==> src/sv/ampersand_field_escape_codec_assert.svh <==
// ----------------------------------------------------------------------------
// Assertion macros for the ampersand field escape codec
// Concurrent checks clocked on clk and held off while rst is high.
// ----------------------------------------------------------------------------
`ifndef AMPERSAND_FIELD_ESCAPE_CODEC_ASSERT_SVH
`define AMPERSAND_FIELD_ESCAPE_CODEC_ASSERT_SVH

`ifndef SYNTHESIS

`define AFEC_ASSERT_ALWAYS(label, cond, msg) \
  label: assert property (@(posedge clk) disable iff (rst) (cond)) else $error(msg);

`define AFEC_ASSERT_IMPLIES(label, pre, post, msg) \
  label: assert property (@(posedge clk) disable iff (rst) (pre) |-> (post)) else $error(msg);

`else

`define AFEC_ASSERT_ALWAYS(label, cond, msg)

`define AFEC_ASSERT_IMPLIES(label, pre, post, msg)

`endif

`endif

==> src/sv/afec_pkg.sv <==
// ----------------------------------------------------------------------------
// afec_pkg
// Types and constants shared by the ampersand field escape codec modules.
// ----------------------------------------------------------------------------
package afec_pkg;

  localparam int MAX_RESULTS = 4;
  localparam int QUEUE_DEPTH = 8;
  localparam int QPTR_W      = $clog2(QUEUE_DEPTH);
  localparam int QLVL_W      = $clog2(QUEUE_DEPTH + 1);
  localparam int RCNT_W      = $clog2(MAX_RESULTS + 1);
  localparam int RIDX_W      = $clog2(MAX_RESULTS);

  localparam logic [3:0] CFG_BUFFER_LENGTH = 4'd0;
  localparam logic [3:0] CFG_TEXT_MODE     = 4'd1;

  localparam logic [15:0] BUFFER_LENGTH_RESET = 16'd1024;

  localparam logic [7:0] CH_AMP  = 8'h26;
  localparam logic [7:0] CH_PCT  = 8'h25;
  localparam logic [7:0] CH_TWO  = 8'h32;
  localparam logic [7:0] CH_FIVE = 8'h35;
  localparam logic [7:0] CH_SIX  = 8'h36;

  typedef enum logic [1:0] {
    K_DATA = 2'd0,
    K_END  = 2'd1,
    K_ERR  = 2'd2
  } kind_t;

  typedef enum logic [2:0] {
    ST_OK           = 3'd0,
    ST_NO_ROOM      = 3'd1,
    ST_MISSING_SEP  = 3'd2,
    ST_SPLIT_ESCAPE = 3'd3,
    ST_PAST_END     = 3'd4
  } status_t;

  typedef enum logic [1:0] {
    PH_FIRST = 2'd0,
    PH_IN    = 2'd1,
    PH_SEP   = 2'd2
  } phase_t;

  typedef struct packed {
    logic        func;
    logic [7:0]  data_byte;
    logic        byte_valid;
    logic        field_begin;
    logic [15:0] field_limit;
    logic        restart;
  } item_t;

  typedef struct packed {
    kind_t       kind;
    logic [7:0]  data;
    logic [15:0] addr;
    status_t     status;
    logic        last;
  } res_t;

  typedef struct packed {
    logic [RCNT_W-1:0]        count;
    res_t [MAX_RESULTS-1:0]   ent;
  } qwr_t;

endpackage

==> src/sv/afec_core.sv <==
// ----------------------------------------------------------------------------
// afec_core
// Input register, codec state and the single-pass encode and decode logic
// that turns one registered item into up to four results for the queue.
// ----------------------------------------------------------------------------
module afec_core import afec_pkg::*; #(
  parameter int POSITION_WIDTH = 16
) (
  input  logic              clk,
  input  logic              rst,
  input  logic              cfg_valid,
  input  logic [3:0]        cfg_index,
  input  logic [15:0]       cfg_data,
  input  logic              in_valid,
  output logic              in_ready,
  input  item_t             in_item,
  input  logic [QLVL_W-1:0] q_level,
  output qwr_t              q_wr
);

  localparam int PW = POSITION_WIDTH;
  localparam int CW = ((PW > 16) ? PW : 16) + 2;

  logic          item_valid;
  item_t         item;
  logic [15:0]   buf_len;
  logic          text_on;

  logic [PW-1:0] position,    position_next;
  logic [PW-1:0] field_start, field_start_next;
  logic [15:0]   remaining,   remaining_next;
  phase_t        phase,       phase_next;
  logic [1:0]    hex_seen,    hex_seen_next;
  logic [3:0]    high_nib,    high_nib_next;
  logic          closed,      closed_next;
  logic          sticky,      sticky_next;

  logic                     fire;
  logic [CW-1:0]            len_x;
  res_t [MAX_RESULTS-1:0]   ent;
  logic [RCNT_W-1:0]        n;

  function automatic logic [3:0] hex_value(input logic [7:0] c);
    logic [3:0] v;
    v = 4'd0;
    if (c >= 8'h30 && c <= 8'h39) v = 4'(c - 8'h30);
    else if (c >= 8'h41 && c <= 8'h46) v = 4'(c - 8'h37);
    else if (c >= 8'h61 && c <= 8'h66) v = 4'(c - 8'h57);
    return v;
  endfunction

  assign fire     = item_valid && (q_level <= QLVL_W'(QUEUE_DEPTH - MAX_RESULTS));
  assign in_ready = !item_valid || fire;
  assign len_x    = CW'(buf_len);

  always_comb begin
    logic done;
    logic fail;
    logic open;
    logic chk;
    position_next    = position;
    field_start_next = field_start;
    remaining_next   = remaining;
    phase_next       = phase;
    hex_seen_next    = hex_seen;
    high_nib_next    = high_nib;
    closed_next      = closed;
    sticky_next      = sticky;
    ent  = '0;
    n    = '0;
    done = 1'b0;
    fail = 1'b0;
    open = 1'b0;
    chk  = 1'b0;

    if (item.restart) begin
      position_next    = '0;
      field_start_next = '0;
      remaining_next   = '0;
      phase_next       = PH_FIRST;
      hex_seen_next    = '0;
      high_nib_next    = '0;
      closed_next      = 1'b0;
      sticky_next      = 1'b0;
    end

    if (item.func) begin
      if (sticky_next) done = 1'b1;
      if (!done && phase_next == PH_FIRST) begin
        remaining_next   = item.field_limit;
        field_start_next = position_next;
        hex_seen_next    = '0;
        phase_next       = PH_IN;
        if (remaining_next == 16'd0 || CW'(position_next) >= len_x) begin
          if (text_on) begin
            ent[n[RIDX_W-1:0]] = '{kind: K_DATA, data: 8'h00, addr: 16'(position_next),
                                   status: ST_OK, last: 1'b0};
            n = n + RCNT_W'(1);
          end
          ent[n[RIDX_W-1:0]] = '{kind: K_END, data: 8'h00, addr: 16'(position_next),
                                 status: ST_OK, last: 1'b0};
          n = n + RCNT_W'(1);
          phase_next = PH_SEP;
        end
      end
      if (!done && !item.byte_valid) done = 1'b1;
      if (!done && CW'(position_next) >= len_x) begin
        ent[n[RIDX_W-1:0]] = '{kind: K_ERR, data: 8'h00, addr: 16'(position_next),
                               status: ST_PAST_END, last: 1'b0};
        n = n + RCNT_W'(1);
        sticky_next = 1'b1;
        done = 1'b1;
      end
      if (!done && phase_next != PH_IN) begin
        done = 1'b1;
        if (item.data_byte == CH_AMP) begin
          position_next = position_next + PW'(1);
          open = 1'b1;
        end else begin
          ent[n[RIDX_W-1:0]] = '{kind: K_ERR, data: 8'h00, addr: 16'(position_next),
                                 status: ST_MISSING_SEP, last: 1'b0};
          n = n + RCNT_W'(1);
          sticky_next = 1'b1;
        end
      end
      if (!done && hex_seen_next == 2'd1) begin
        high_nib_next = hex_value(item.data_byte);
        hex_seen_next = 2'd2;
        position_next = position_next + PW'(1);
        done = 1'b1;
      end
      if (!done) begin
        if (hex_seen_next == 2'd2) begin
          ent[n[RIDX_W-1:0]] = '{kind: K_DATA, data: {high_nib_next, hex_value(item.data_byte)},
                                 addr: 16'(position_next), status: ST_OK, last: 1'b0};
          n = n + RCNT_W'(1);
          hex_seen_next  = '0;
          position_next  = position_next + PW'(1);
          remaining_next = remaining_next - 16'd1;
          chk = 1'b1;
        end else if (item.data_byte == CH_AMP) begin
          if (text_on) begin
            ent[n[RIDX_W-1:0]] = '{kind: K_DATA, data: 8'h00, addr: 16'(position_next),
                                   status: ST_OK, last: 1'b0};
            n = n + RCNT_W'(1);
          end
          ent[n[RIDX_W-1:0]] = '{kind: K_END, data: 8'h00, addr: 16'(position_next),
                                 status: ST_OK, last: 1'b0};
          n = n + RCNT_W'(1);
          position_next = position_next + PW'(1);
          open = 1'b1;
        end else if (item.data_byte == CH_PCT) begin
          if (CW'(position_next) + CW'(3) > len_x) begin
            ent[n[RIDX_W-1:0]] = '{kind: K_ERR, data: 8'h00, addr: 16'(position_next),
                                   status: ST_SPLIT_ESCAPE, last: 1'b0};
            n = n + RCNT_W'(1);
            sticky_next = 1'b1;
          end else begin
            hex_seen_next = 2'd1;
            position_next = position_next + PW'(1);
          end
        end else begin
          ent[n[RIDX_W-1:0]] = '{kind: K_DATA, data: item.data_byte,
                                 addr: 16'(position_next), status: ST_OK, last: 1'b0};
          n = n + RCNT_W'(1);
          position_next  = position_next + PW'(1);
          remaining_next = remaining_next - 16'd1;
          chk = 1'b1;
        end
      end
      if (open) begin
        remaining_next   = item.field_limit;
        field_start_next = position_next;
        hex_seen_next    = '0;
        phase_next       = PH_IN;
        chk = 1'b1;
      end
      if (chk && (remaining_next == 16'd0 || CW'(position_next) >= len_x)) begin
        if (text_on) begin
          ent[n[RIDX_W-1:0]] = '{kind: K_DATA, data: 8'h00, addr: 16'(position_next),
                                 status: ST_OK, last: 1'b0};
          n = n + RCNT_W'(1);
        end
        ent[n[RIDX_W-1:0]] = '{kind: K_END, data: 8'h00, addr: 16'(position_next),
                               status: ST_OK, last: 1'b0};
        n = n + RCNT_W'(1);
        phase_next = PH_SEP;
      end
    end else begin
      if (item.field_begin) begin
        field_start_next = position_next;
        remaining_next   = item.field_limit;
        closed_next      = 1'b0;
        if (position_next != '0) begin
          if (CW'(position_next) + CW'(1) < len_x) begin
            ent[n[RIDX_W-1:0]] = '{kind: K_DATA, data: CH_AMP, addr: 16'(position_next),
                                   status: ST_OK, last: 1'b0};
            n = n + RCNT_W'(1);
            position_next = position_next + PW'(1);
          end else begin
            fail = 1'b1;
          end
        end
      end
      if (!fail && item.byte_valid && !closed_next && remaining_next != 16'd0) begin
        if (text_on && item.data_byte == 8'h00) begin
          closed_next = 1'b1;
        end else if (item.data_byte == CH_AMP || item.data_byte == CH_PCT) begin
          if (CW'(position_next) + CW'(3) < len_x) begin
            ent[n[RIDX_W-1:0]] = '{kind: K_DATA, data: CH_PCT, addr: 16'(position_next),
                                   status: ST_OK, last: 1'b0};
            n = n + RCNT_W'(1);
            position_next = position_next + PW'(1);
            ent[n[RIDX_W-1:0]] = '{kind: K_DATA, data: CH_TWO, addr: 16'(position_next),
                                   status: ST_OK, last: 1'b0};
            n = n + RCNT_W'(1);
            position_next = position_next + PW'(1);
            ent[n[RIDX_W-1:0]] = '{kind: K_DATA,
                                   data: (item.data_byte == CH_AMP) ? CH_SIX : CH_FIVE,
                                   addr: 16'(position_next), status: ST_OK, last: 1'b0};
            n = n + RCNT_W'(1);
            position_next  = position_next + PW'(1);
            remaining_next = remaining_next - 16'd1;
          end else begin
            fail = 1'b1;
          end
        end else if (CW'(position_next) + CW'(1) < len_x) begin
          ent[n[RIDX_W-1:0]] = '{kind: K_DATA, data: item.data_byte,
                                 addr: 16'(position_next), status: ST_OK, last: 1'b0};
          n = n + RCNT_W'(1);
          position_next  = position_next + PW'(1);
          remaining_next = remaining_next - 16'd1;
        end else begin
          fail = 1'b1;
        end
      end
      if (fail) begin
        ent[n[RIDX_W-1:0]] = '{kind: K_ERR, data: 8'h00, addr: 16'(position_next),
                               status: ST_NO_ROOM, last: 1'b0};
        n = n + RCNT_W'(1);
        position_next = field_start_next;
        closed_next   = 1'b1;
      end
    end

    if (n != '0) ent[RIDX_W'(n - RCNT_W'(1))].last = 1'b1;
  end

  always_comb begin
    q_wr.ent   = ent;
    q_wr.count = fire ? n : '0;
  end

  always_ff @(posedge clk) begin
    if (rst) begin
      item_valid  <= 1'b0;
      buf_len     <= BUFFER_LENGTH_RESET;
      text_on     <= 1'b1;
      position    <= '0;
      field_start <= '0;
      remaining   <= '0;
      phase       <= PH_FIRST;
      hex_seen    <= '0;
      high_nib    <= '0;
      closed      <= 1'b0;
      sticky      <= 1'b0;
    end else begin
      if (cfg_valid) begin
        case (cfg_index)
          CFG_BUFFER_LENGTH: buf_len <= cfg_data;
          CFG_TEXT_MODE:     text_on <= cfg_data[0];
          default: ;
        endcase
      end
      if (in_ready) begin
        item_valid <= in_valid;
        item       <= in_item;
      end
      if (fire) begin
        position    <= position_next;
        field_start <= field_start_next;
        remaining   <= remaining_next;
        phase       <= phase_next;
        hex_seen    <= hex_seen_next;
        high_nib    <= high_nib_next;
        closed      <= closed_next;
        sticky      <= sticky_next;
      end
    end
  end

endmodule

==> src/sv/afec_result_queue.sv <==
// ----------------------------------------------------------------------------
// afec_result_queue
// Result register queue: takes up to four results in one cycle and hands
// them out one per transaction on the master side.
// ----------------------------------------------------------------------------
module afec_result_queue import afec_pkg::*; (
  input  logic              clk,
  input  logic              rst,
  input  qwr_t              q_wr,
  output logic [QLVL_W-1:0] q_level,
  output logic              out_valid,
  input  logic              out_ready,
  output res_t              out_res
);

  res_t              slots [QUEUE_DEPTH];
  logic [QPTR_W-1:0] rd_ptr;
  logic [QPTR_W-1:0] wr_ptr;
  logic              pop;

  assign out_valid = (q_level != '0);
  assign pop       = out_valid && out_ready;
  assign out_res   = slots[rd_ptr];

  always_ff @(posedge clk) begin
    if (rst) begin
      rd_ptr  <= '0;
      wr_ptr  <= '0;
      q_level <= '0;
    end else begin
      if (pop) rd_ptr <= rd_ptr + QPTR_W'(1);
      wr_ptr  <= wr_ptr + QPTR_W'(q_wr.count);
      q_level <= q_level + QLVL_W'(q_wr.count) - QLVL_W'(pop);
    end
  end

  always_ff @(posedge clk) begin
    for (int i = 0; i < MAX_RESULTS; i++) begin
      if (RCNT_W'(i) < q_wr.count) slots[wr_ptr + QPTR_W'(i)] <= q_wr.ent[i];
    end
  end

endmodule

==> src/sv/ampersand_field_escape_codec.sv <==
// ----------------------------------------------------------------------------
// ampersand_field_escape_codec
// Packs fields into, or unpacks them from, an ampersand separated buffer
// with percent escapes for the ampersand and percent characters.
// ----------------------------------------------------------------------------
//  channel   role    contents
//  s_axis    input   one byte item per transaction, func in tuser
//  m_axis    output  one result per transaction, kind in tuser, last in tlast
//  cfg       write   register index and data, always ready
//
//  An item can be taken every cycle while the queue has room; its results go from the input
//  register into the result queue and leave one per cycle while m_axis_tready is high.
//  s_axis stalls only when the eight-entry result queue has fewer than four free slots.
//  Reset is synchronous and clears the state; buffer_length returns to 1024, text mode on.
// ----------------------------------------------------------------------------
module ampersand_field_escape_codec import afec_pkg::*; #(
  parameter int POSITION_WIDTH = 16
) (
  input  logic        clk,
  input  logic        rst,
  input  logic        s_axis_tvalid,
  output logic        s_axis_tready,
  // data_byte[7:0], byte_valid[8], field_begin[9], field_limit[25:10], restart[26]
  input  logic [31:0] s_axis_tdata,
  // func[0]
  input  logic [0:0]  s_axis_tuser,
  output logic        m_axis_tvalid,
  input  logic        m_axis_tready,
  // out_byte[7:0], out_addr[23:8], status[26:24]
  output logic [31:0] m_axis_tdata,
  // out_kind[1:0]
  output logic [1:0]  m_axis_tuser,
  output logic        m_axis_tlast,
  input  logic        cfg_valid,
  output logic        cfg_ready,
  input  logic [3:0]  cfg_index,
  input  logic [15:0] cfg_data
);

  item_t             in_item;
  qwr_t              q_wr;
  logic [QLVL_W-1:0] q_level;
  res_t              out_res;

  assign in_item = '{func:        s_axis_tuser[0],
                     data_byte:   s_axis_tdata[7:0],
                     byte_valid:  s_axis_tdata[8],
                     field_begin: s_axis_tdata[9],
                     field_limit: s_axis_tdata[25:10],
                     restart:     s_axis_tdata[26]};

  assign cfg_ready = 1'b1;

  afec_core #(
    .POSITION_WIDTH(POSITION_WIDTH)
  ) u_core (
    .clk      (clk),
    .rst      (rst),
    .cfg_valid(cfg_valid),
    .cfg_index(cfg_index),
    .cfg_data (cfg_data),
    .in_valid (s_axis_tvalid),
    .in_ready (s_axis_tready),
    .in_item  (in_item),
    .q_level  (q_level),
    .q_wr     (q_wr)
  );

  afec_result_queue u_queue (
    .clk      (clk),
    .rst      (rst),
    .q_wr     (q_wr),
    .q_level  (q_level),
    .out_valid(m_axis_tvalid),
    .out_ready(m_axis_tready),
    .out_res  (out_res)
  );

  assign m_axis_tdata = {5'b0, out_res.status, out_res.addr, out_res.data};
  assign m_axis_tuser = out_res.kind;
  assign m_axis_tlast = out_res.last;

`include "ampersand_field_escape_codec_assert.svh"

  `AFEC_ASSERT_IMPLIES(a_room_on_write, q_wr.count != '0, q_level <= QLVL_W'(QUEUE_DEPTH - MAX_RESULTS), "result queue written without room for a full item")
  `AFEC_ASSERT_ALWAYS(a_level_bound, q_level <= QLVL_W'(QUEUE_DEPTH), "result queue level beyond its depth")
  `AFEC_ASSERT_IMPLIES(a_last_on_final, q_wr.count != '0, q_wr.ent[RIDX_W'(q_wr.count - RCNT_W'(1))].last, "final result of an item written without last")

endmodule

==> config.mk <==
export PLATFORM = sky130hd
export DESIGN_NAME = ampersand_field_escape_codec
export DESIGN_NICKNAME = d
export VERILOG_FILES = /design/src/sv/afec_pkg.sv /design/src/sv/afec_core.sv /design/src/sv/afec_result_queue.sv /design/src/sv/ampersand_field_escape_codec.sv
export VERILOG_INCLUDE_DIRS = /design/src /design/src/sv
export SDC_FILE = /design/constraint.sdc
export NUM_CORES = 2
export LEC_CHECK = 0
export BUFFER_PORTS_ARGS = -buffer_cell sky130_fd_sc_hd__buf_2
export CORE_ASPECT_RATIO = 0.7
export CORE_MARGIN = 3
export CORE_UTILIZATION = 45
export CTS_BUF_LIST = sky130_fd_sc_hd__clkbuf_2 sky130_fd_sc_hd__clkbuf_4 sky130_fd_sc_hd__clkbuf_8
export CTS_CLUSTER_DIAMETER = 60
export DETAILED_ROUTE_END_ITERATION = 6
export PLACE_DENSITY = 0.63
export SLEW_MARGIN = 10
export SYNTH_ARGS = -nofsm -noshare
export SYNTH_HDL_FRONTEND = slang
export SYNTH_SLANG_ARGS = --single-unit
==> constraint.sdc <==
create_clock -name clk -period 15.55 [get_ports clk]
set_input_delay 3.11 -clock clk [delete_from_list [all_inputs] [get_ports clk]]
set_output_delay 3.11 -clock clk [all_outputs]
set_load 0.05 [all_outputs]
==> metrics.txt <==
post-synth cell types=111; final count of hold timing violations=0; worst reg2reg setup slack=1.38 ns; cell area after layout=about 44,000 um2; unrepaired setup endpoints after global routing=false; crit-path max FO=91; CTS Buffer Depth=3; Yosys reg bits=357; drt wl/cell=between 30 and 40 um; CP Capture Type=register; Num CTS Buffers=59; Crit Path Class=reg -> reg; Critical Path Max Stage Delay=0.94 ns; H-tree depth=2; layout cells sized above 1=20.4%; Detail Route Antenna Nets=0; share of the synthesized area in the top cell type=22.0%; die width=347 um; CTS tree=built; Setup Buffers After CTS=0; fmax=70.6 MHz; number of global-route vias before repair=38,700; dpl cells=5,941; global-route wire length before repair=279,000 um; Routability Congestion=1.11; Hold Path Class=reg -> reg; Initial Util=45.9%; VDD IR max=153 uV; Resized cells post-CTS=0; # clock sinks=357; post-synthesis adder-cell area fraction=5.48%; DPL Wire Length=approximately 150,000 um; Layout Nets=5,163; Async SR Flop Fraction=0%; Overall Global Routing Usage=44.8%; fin. max-slew vios=0; number of port buffers=84; die area=84,800 um2; compound-gate portion of the synthesized area=26.6%; Core Region=79,600 um2; cell taking the most area after synthesis=edfxtp_1; fin crit share=91.1%; commonest non-fill, non-tap cell in the layout=buf_4; fin cells=6,052; WL final=196,000 um; DP Area=42,600 um2; floorplan row count=86; crit start category=register; violations in the final reports=design-rule violations; Worst-Skew Late Latency=0.75 ns; Syn Std Cell Area=36,600 um2; Residual DRC=1; Crit-path slowest cell=a2111oi_0; register area share after synthesis=a little over a quarter; EDFF count, synth=around 270; Via Count=42,500; Synth Area in Simple Gates=21.6%; Worst Path Buf+Inv=8; gr ovfl total=0; DR iter-0 viols=7,499; mux cell area share after synthesis=9.62%; predominant post-synthesis flop cell=edfxtp_1; most frequent cells in the layout=buf_4, nand2_1, nor2_1, a21oi_1, edfxtp_1; I/O pins=96; Worst Tran Pin Value=1.45 ns; XOR/XNOR Fraction of Synth Area=about 4%; Synth area leaders=edfxtp_1, ha_1, nand2_1; largest net degree at the start of global routing=140; Syn Inst Count=4,575; initial antenna violation count=5; Final Setup Violations=0; max_cap viols=0; WP data arrival=14.74 ns; DR vias/cell=~7; hold bufs inserted after CTS=0; P&R area growth vs syn=20.1%; Reg clk slew, reported paths=0.07 ns; syn_area_per_cell=8.00 um2; main combinational cell family by area after synthesis=compound AO/OA/AOI/OAI gates; final worst path period need=roughly 14 ns; relative slew slack=between 3 and 4%; status=finished, violations left; Lkg Pwr=0.0173 uW; Setup TNS Final=0 ns; Yosys warning count=0; PwrDens=103 nW/um2; clk_skew=0.0765 ns; DRT Pass-1 Iters=7; Chip Height=approximately 240 um; crit-path leading delay family=compound AO/OA/AOI/OAI gates; Clk Tree Root Cell=clkbuf_8; Hold Slack=0.461 ns; Worst EP required=16.12 ns
cells by family (layout without fill, tap and decap cells):
| family | after synthesis | count (layout) |
|---|---|---|
| buffers and inverters | 498 | 912 |
| other | 2 | 9 |
| AND/OR/NAND/NOR | 1674 | 1674 |
| XOR/XNOR | 169 | 169 |
| adder cells (fa/ha/maj) | 159 | 159 |
| AO/OA/AOI/OAI | 1446 | 1446 |
| multiplexers | 270 | 270 |
| flip-flops | 357 | 357 |
final timing paths:
check / from / end / depth (start not counted)
setup / recovery: u_core.item[0] / u_queue.slots[4][19] / 46
hold / removal: u_core.remaining[14] / u_core.remaining[14] / 2
setup reg to reg: u_core.item[0] / u_queue.slots[4][19] / 46
hold reg to reg: u_core.remaining[14] / u_core.remaining[14] / 2
registers in the layout, indices dropped and copies added, names as in the netlist, named ones only:
signal	count
u_queue.slots	240
u_core.item	28
u_core.buf_len	16
u_core.field_start	16
u_core.position	16
u_core.remaining	16
u_core.high_nib	4
u_queue.q_level	4
u_queue.rd_ptr	3
u_queue.wr_ptr	3
u_core.hex_seen	2
u_core.phase	2
u_core.closed	1
u_core.item_valid	1
u_core.sticky	1
u_core.text_on	1
report_power, final:
part	switching, uW	total, uW	internal (uW)	leakage (uW)
combinational	1510	2320	812	0.0133
clock	439	956	516	0.000696
sequential	84.6	1260	1170	0.00330
total	2040	4540	2500	0.0173
Yosys cell counts (13+ instances only):
cell,number
nand2_1,481
nor2_1,475
a21oi_1,351
edfxtp_1,268
clkbuf_1,262
o21ai_0,210
nand3_1,158
ha_1,157
mux2i_1,157
nor3_1,147
xnor2_1,125
inv_1,106
o211ai_1,95
a31oi_1,93
dfxtp_1,89
a22oi_1,82
o221ai_1,78
a211oi_1,69
a221oi_1,64
buf_2,64
mux4_2,60
o22ai_1,54
mux2_2,53
nand4_1,52
or3_1,52
and3_1,50
and2_1,44
o21ai_1,44
xor2_1,42
nand2b_1,41
nor4_1,38
a21o_1,34
o31ai_1,31
nor2b_1,28
buf_4,27
o21a_1,27
nor3b_1,25
buf_1,23
a32oi_1,21
o31a_1,18
or2_2,17
and4_1,14
a211o_1,13
metal layers:
metal | wire, um | vias to the layer above | GRT usage, % | part of all wire [%]
li1 | - | 18100 | - | -
met3 | 34500 | 487 | 19.2 | 18
met4 | 6670 | 8 | 12.4 | 3.4
met1 | 83200 | 20300 | 66.5 | 42
met2 | 71900 | 3617 | 57.4 | 37
met5 | 219 | - | 1.47 | 0.11
worst min-delay path: stages (launching register included):
cell	delay [ns]
dfxtp_1	0.31
nand2_1	0.05
a21oi_1	0.05
layout make-up:
| type | count | area (um2) |
|---|---|---|
| clock buffer | 77 | 985 |
| antenna | 3 | 7.51 |
| timing repair buffer | 687 | 6090 |
| sequential | 357 | 9840 |
| multi-input combinational | 3724 | 24900 |
| inverter | 117 | 439 |
| fill | 7469 | 35700 |
| tap | 1056 | 1320 |
| clock inverter | 31 | 327 |
per-stage QoR:
| stage | setup slack [ns] | utilization (%) | total power [uW] |
|---|---|---|---|
| final | 1.38 | 55.2 | 4540 |
| after CTS | 2.08 | 55.2 | 4450 |
| after global routing | 1.02 | 55.2 | 4700 |
| after floorplan | 3.23 | - | 2620 |
| after global placement | 2.11 | 53.5 | 3480 |
| after detailed placement | 2.12 | 53.5 | 3490 |
(Power assumes the default switching activity.)
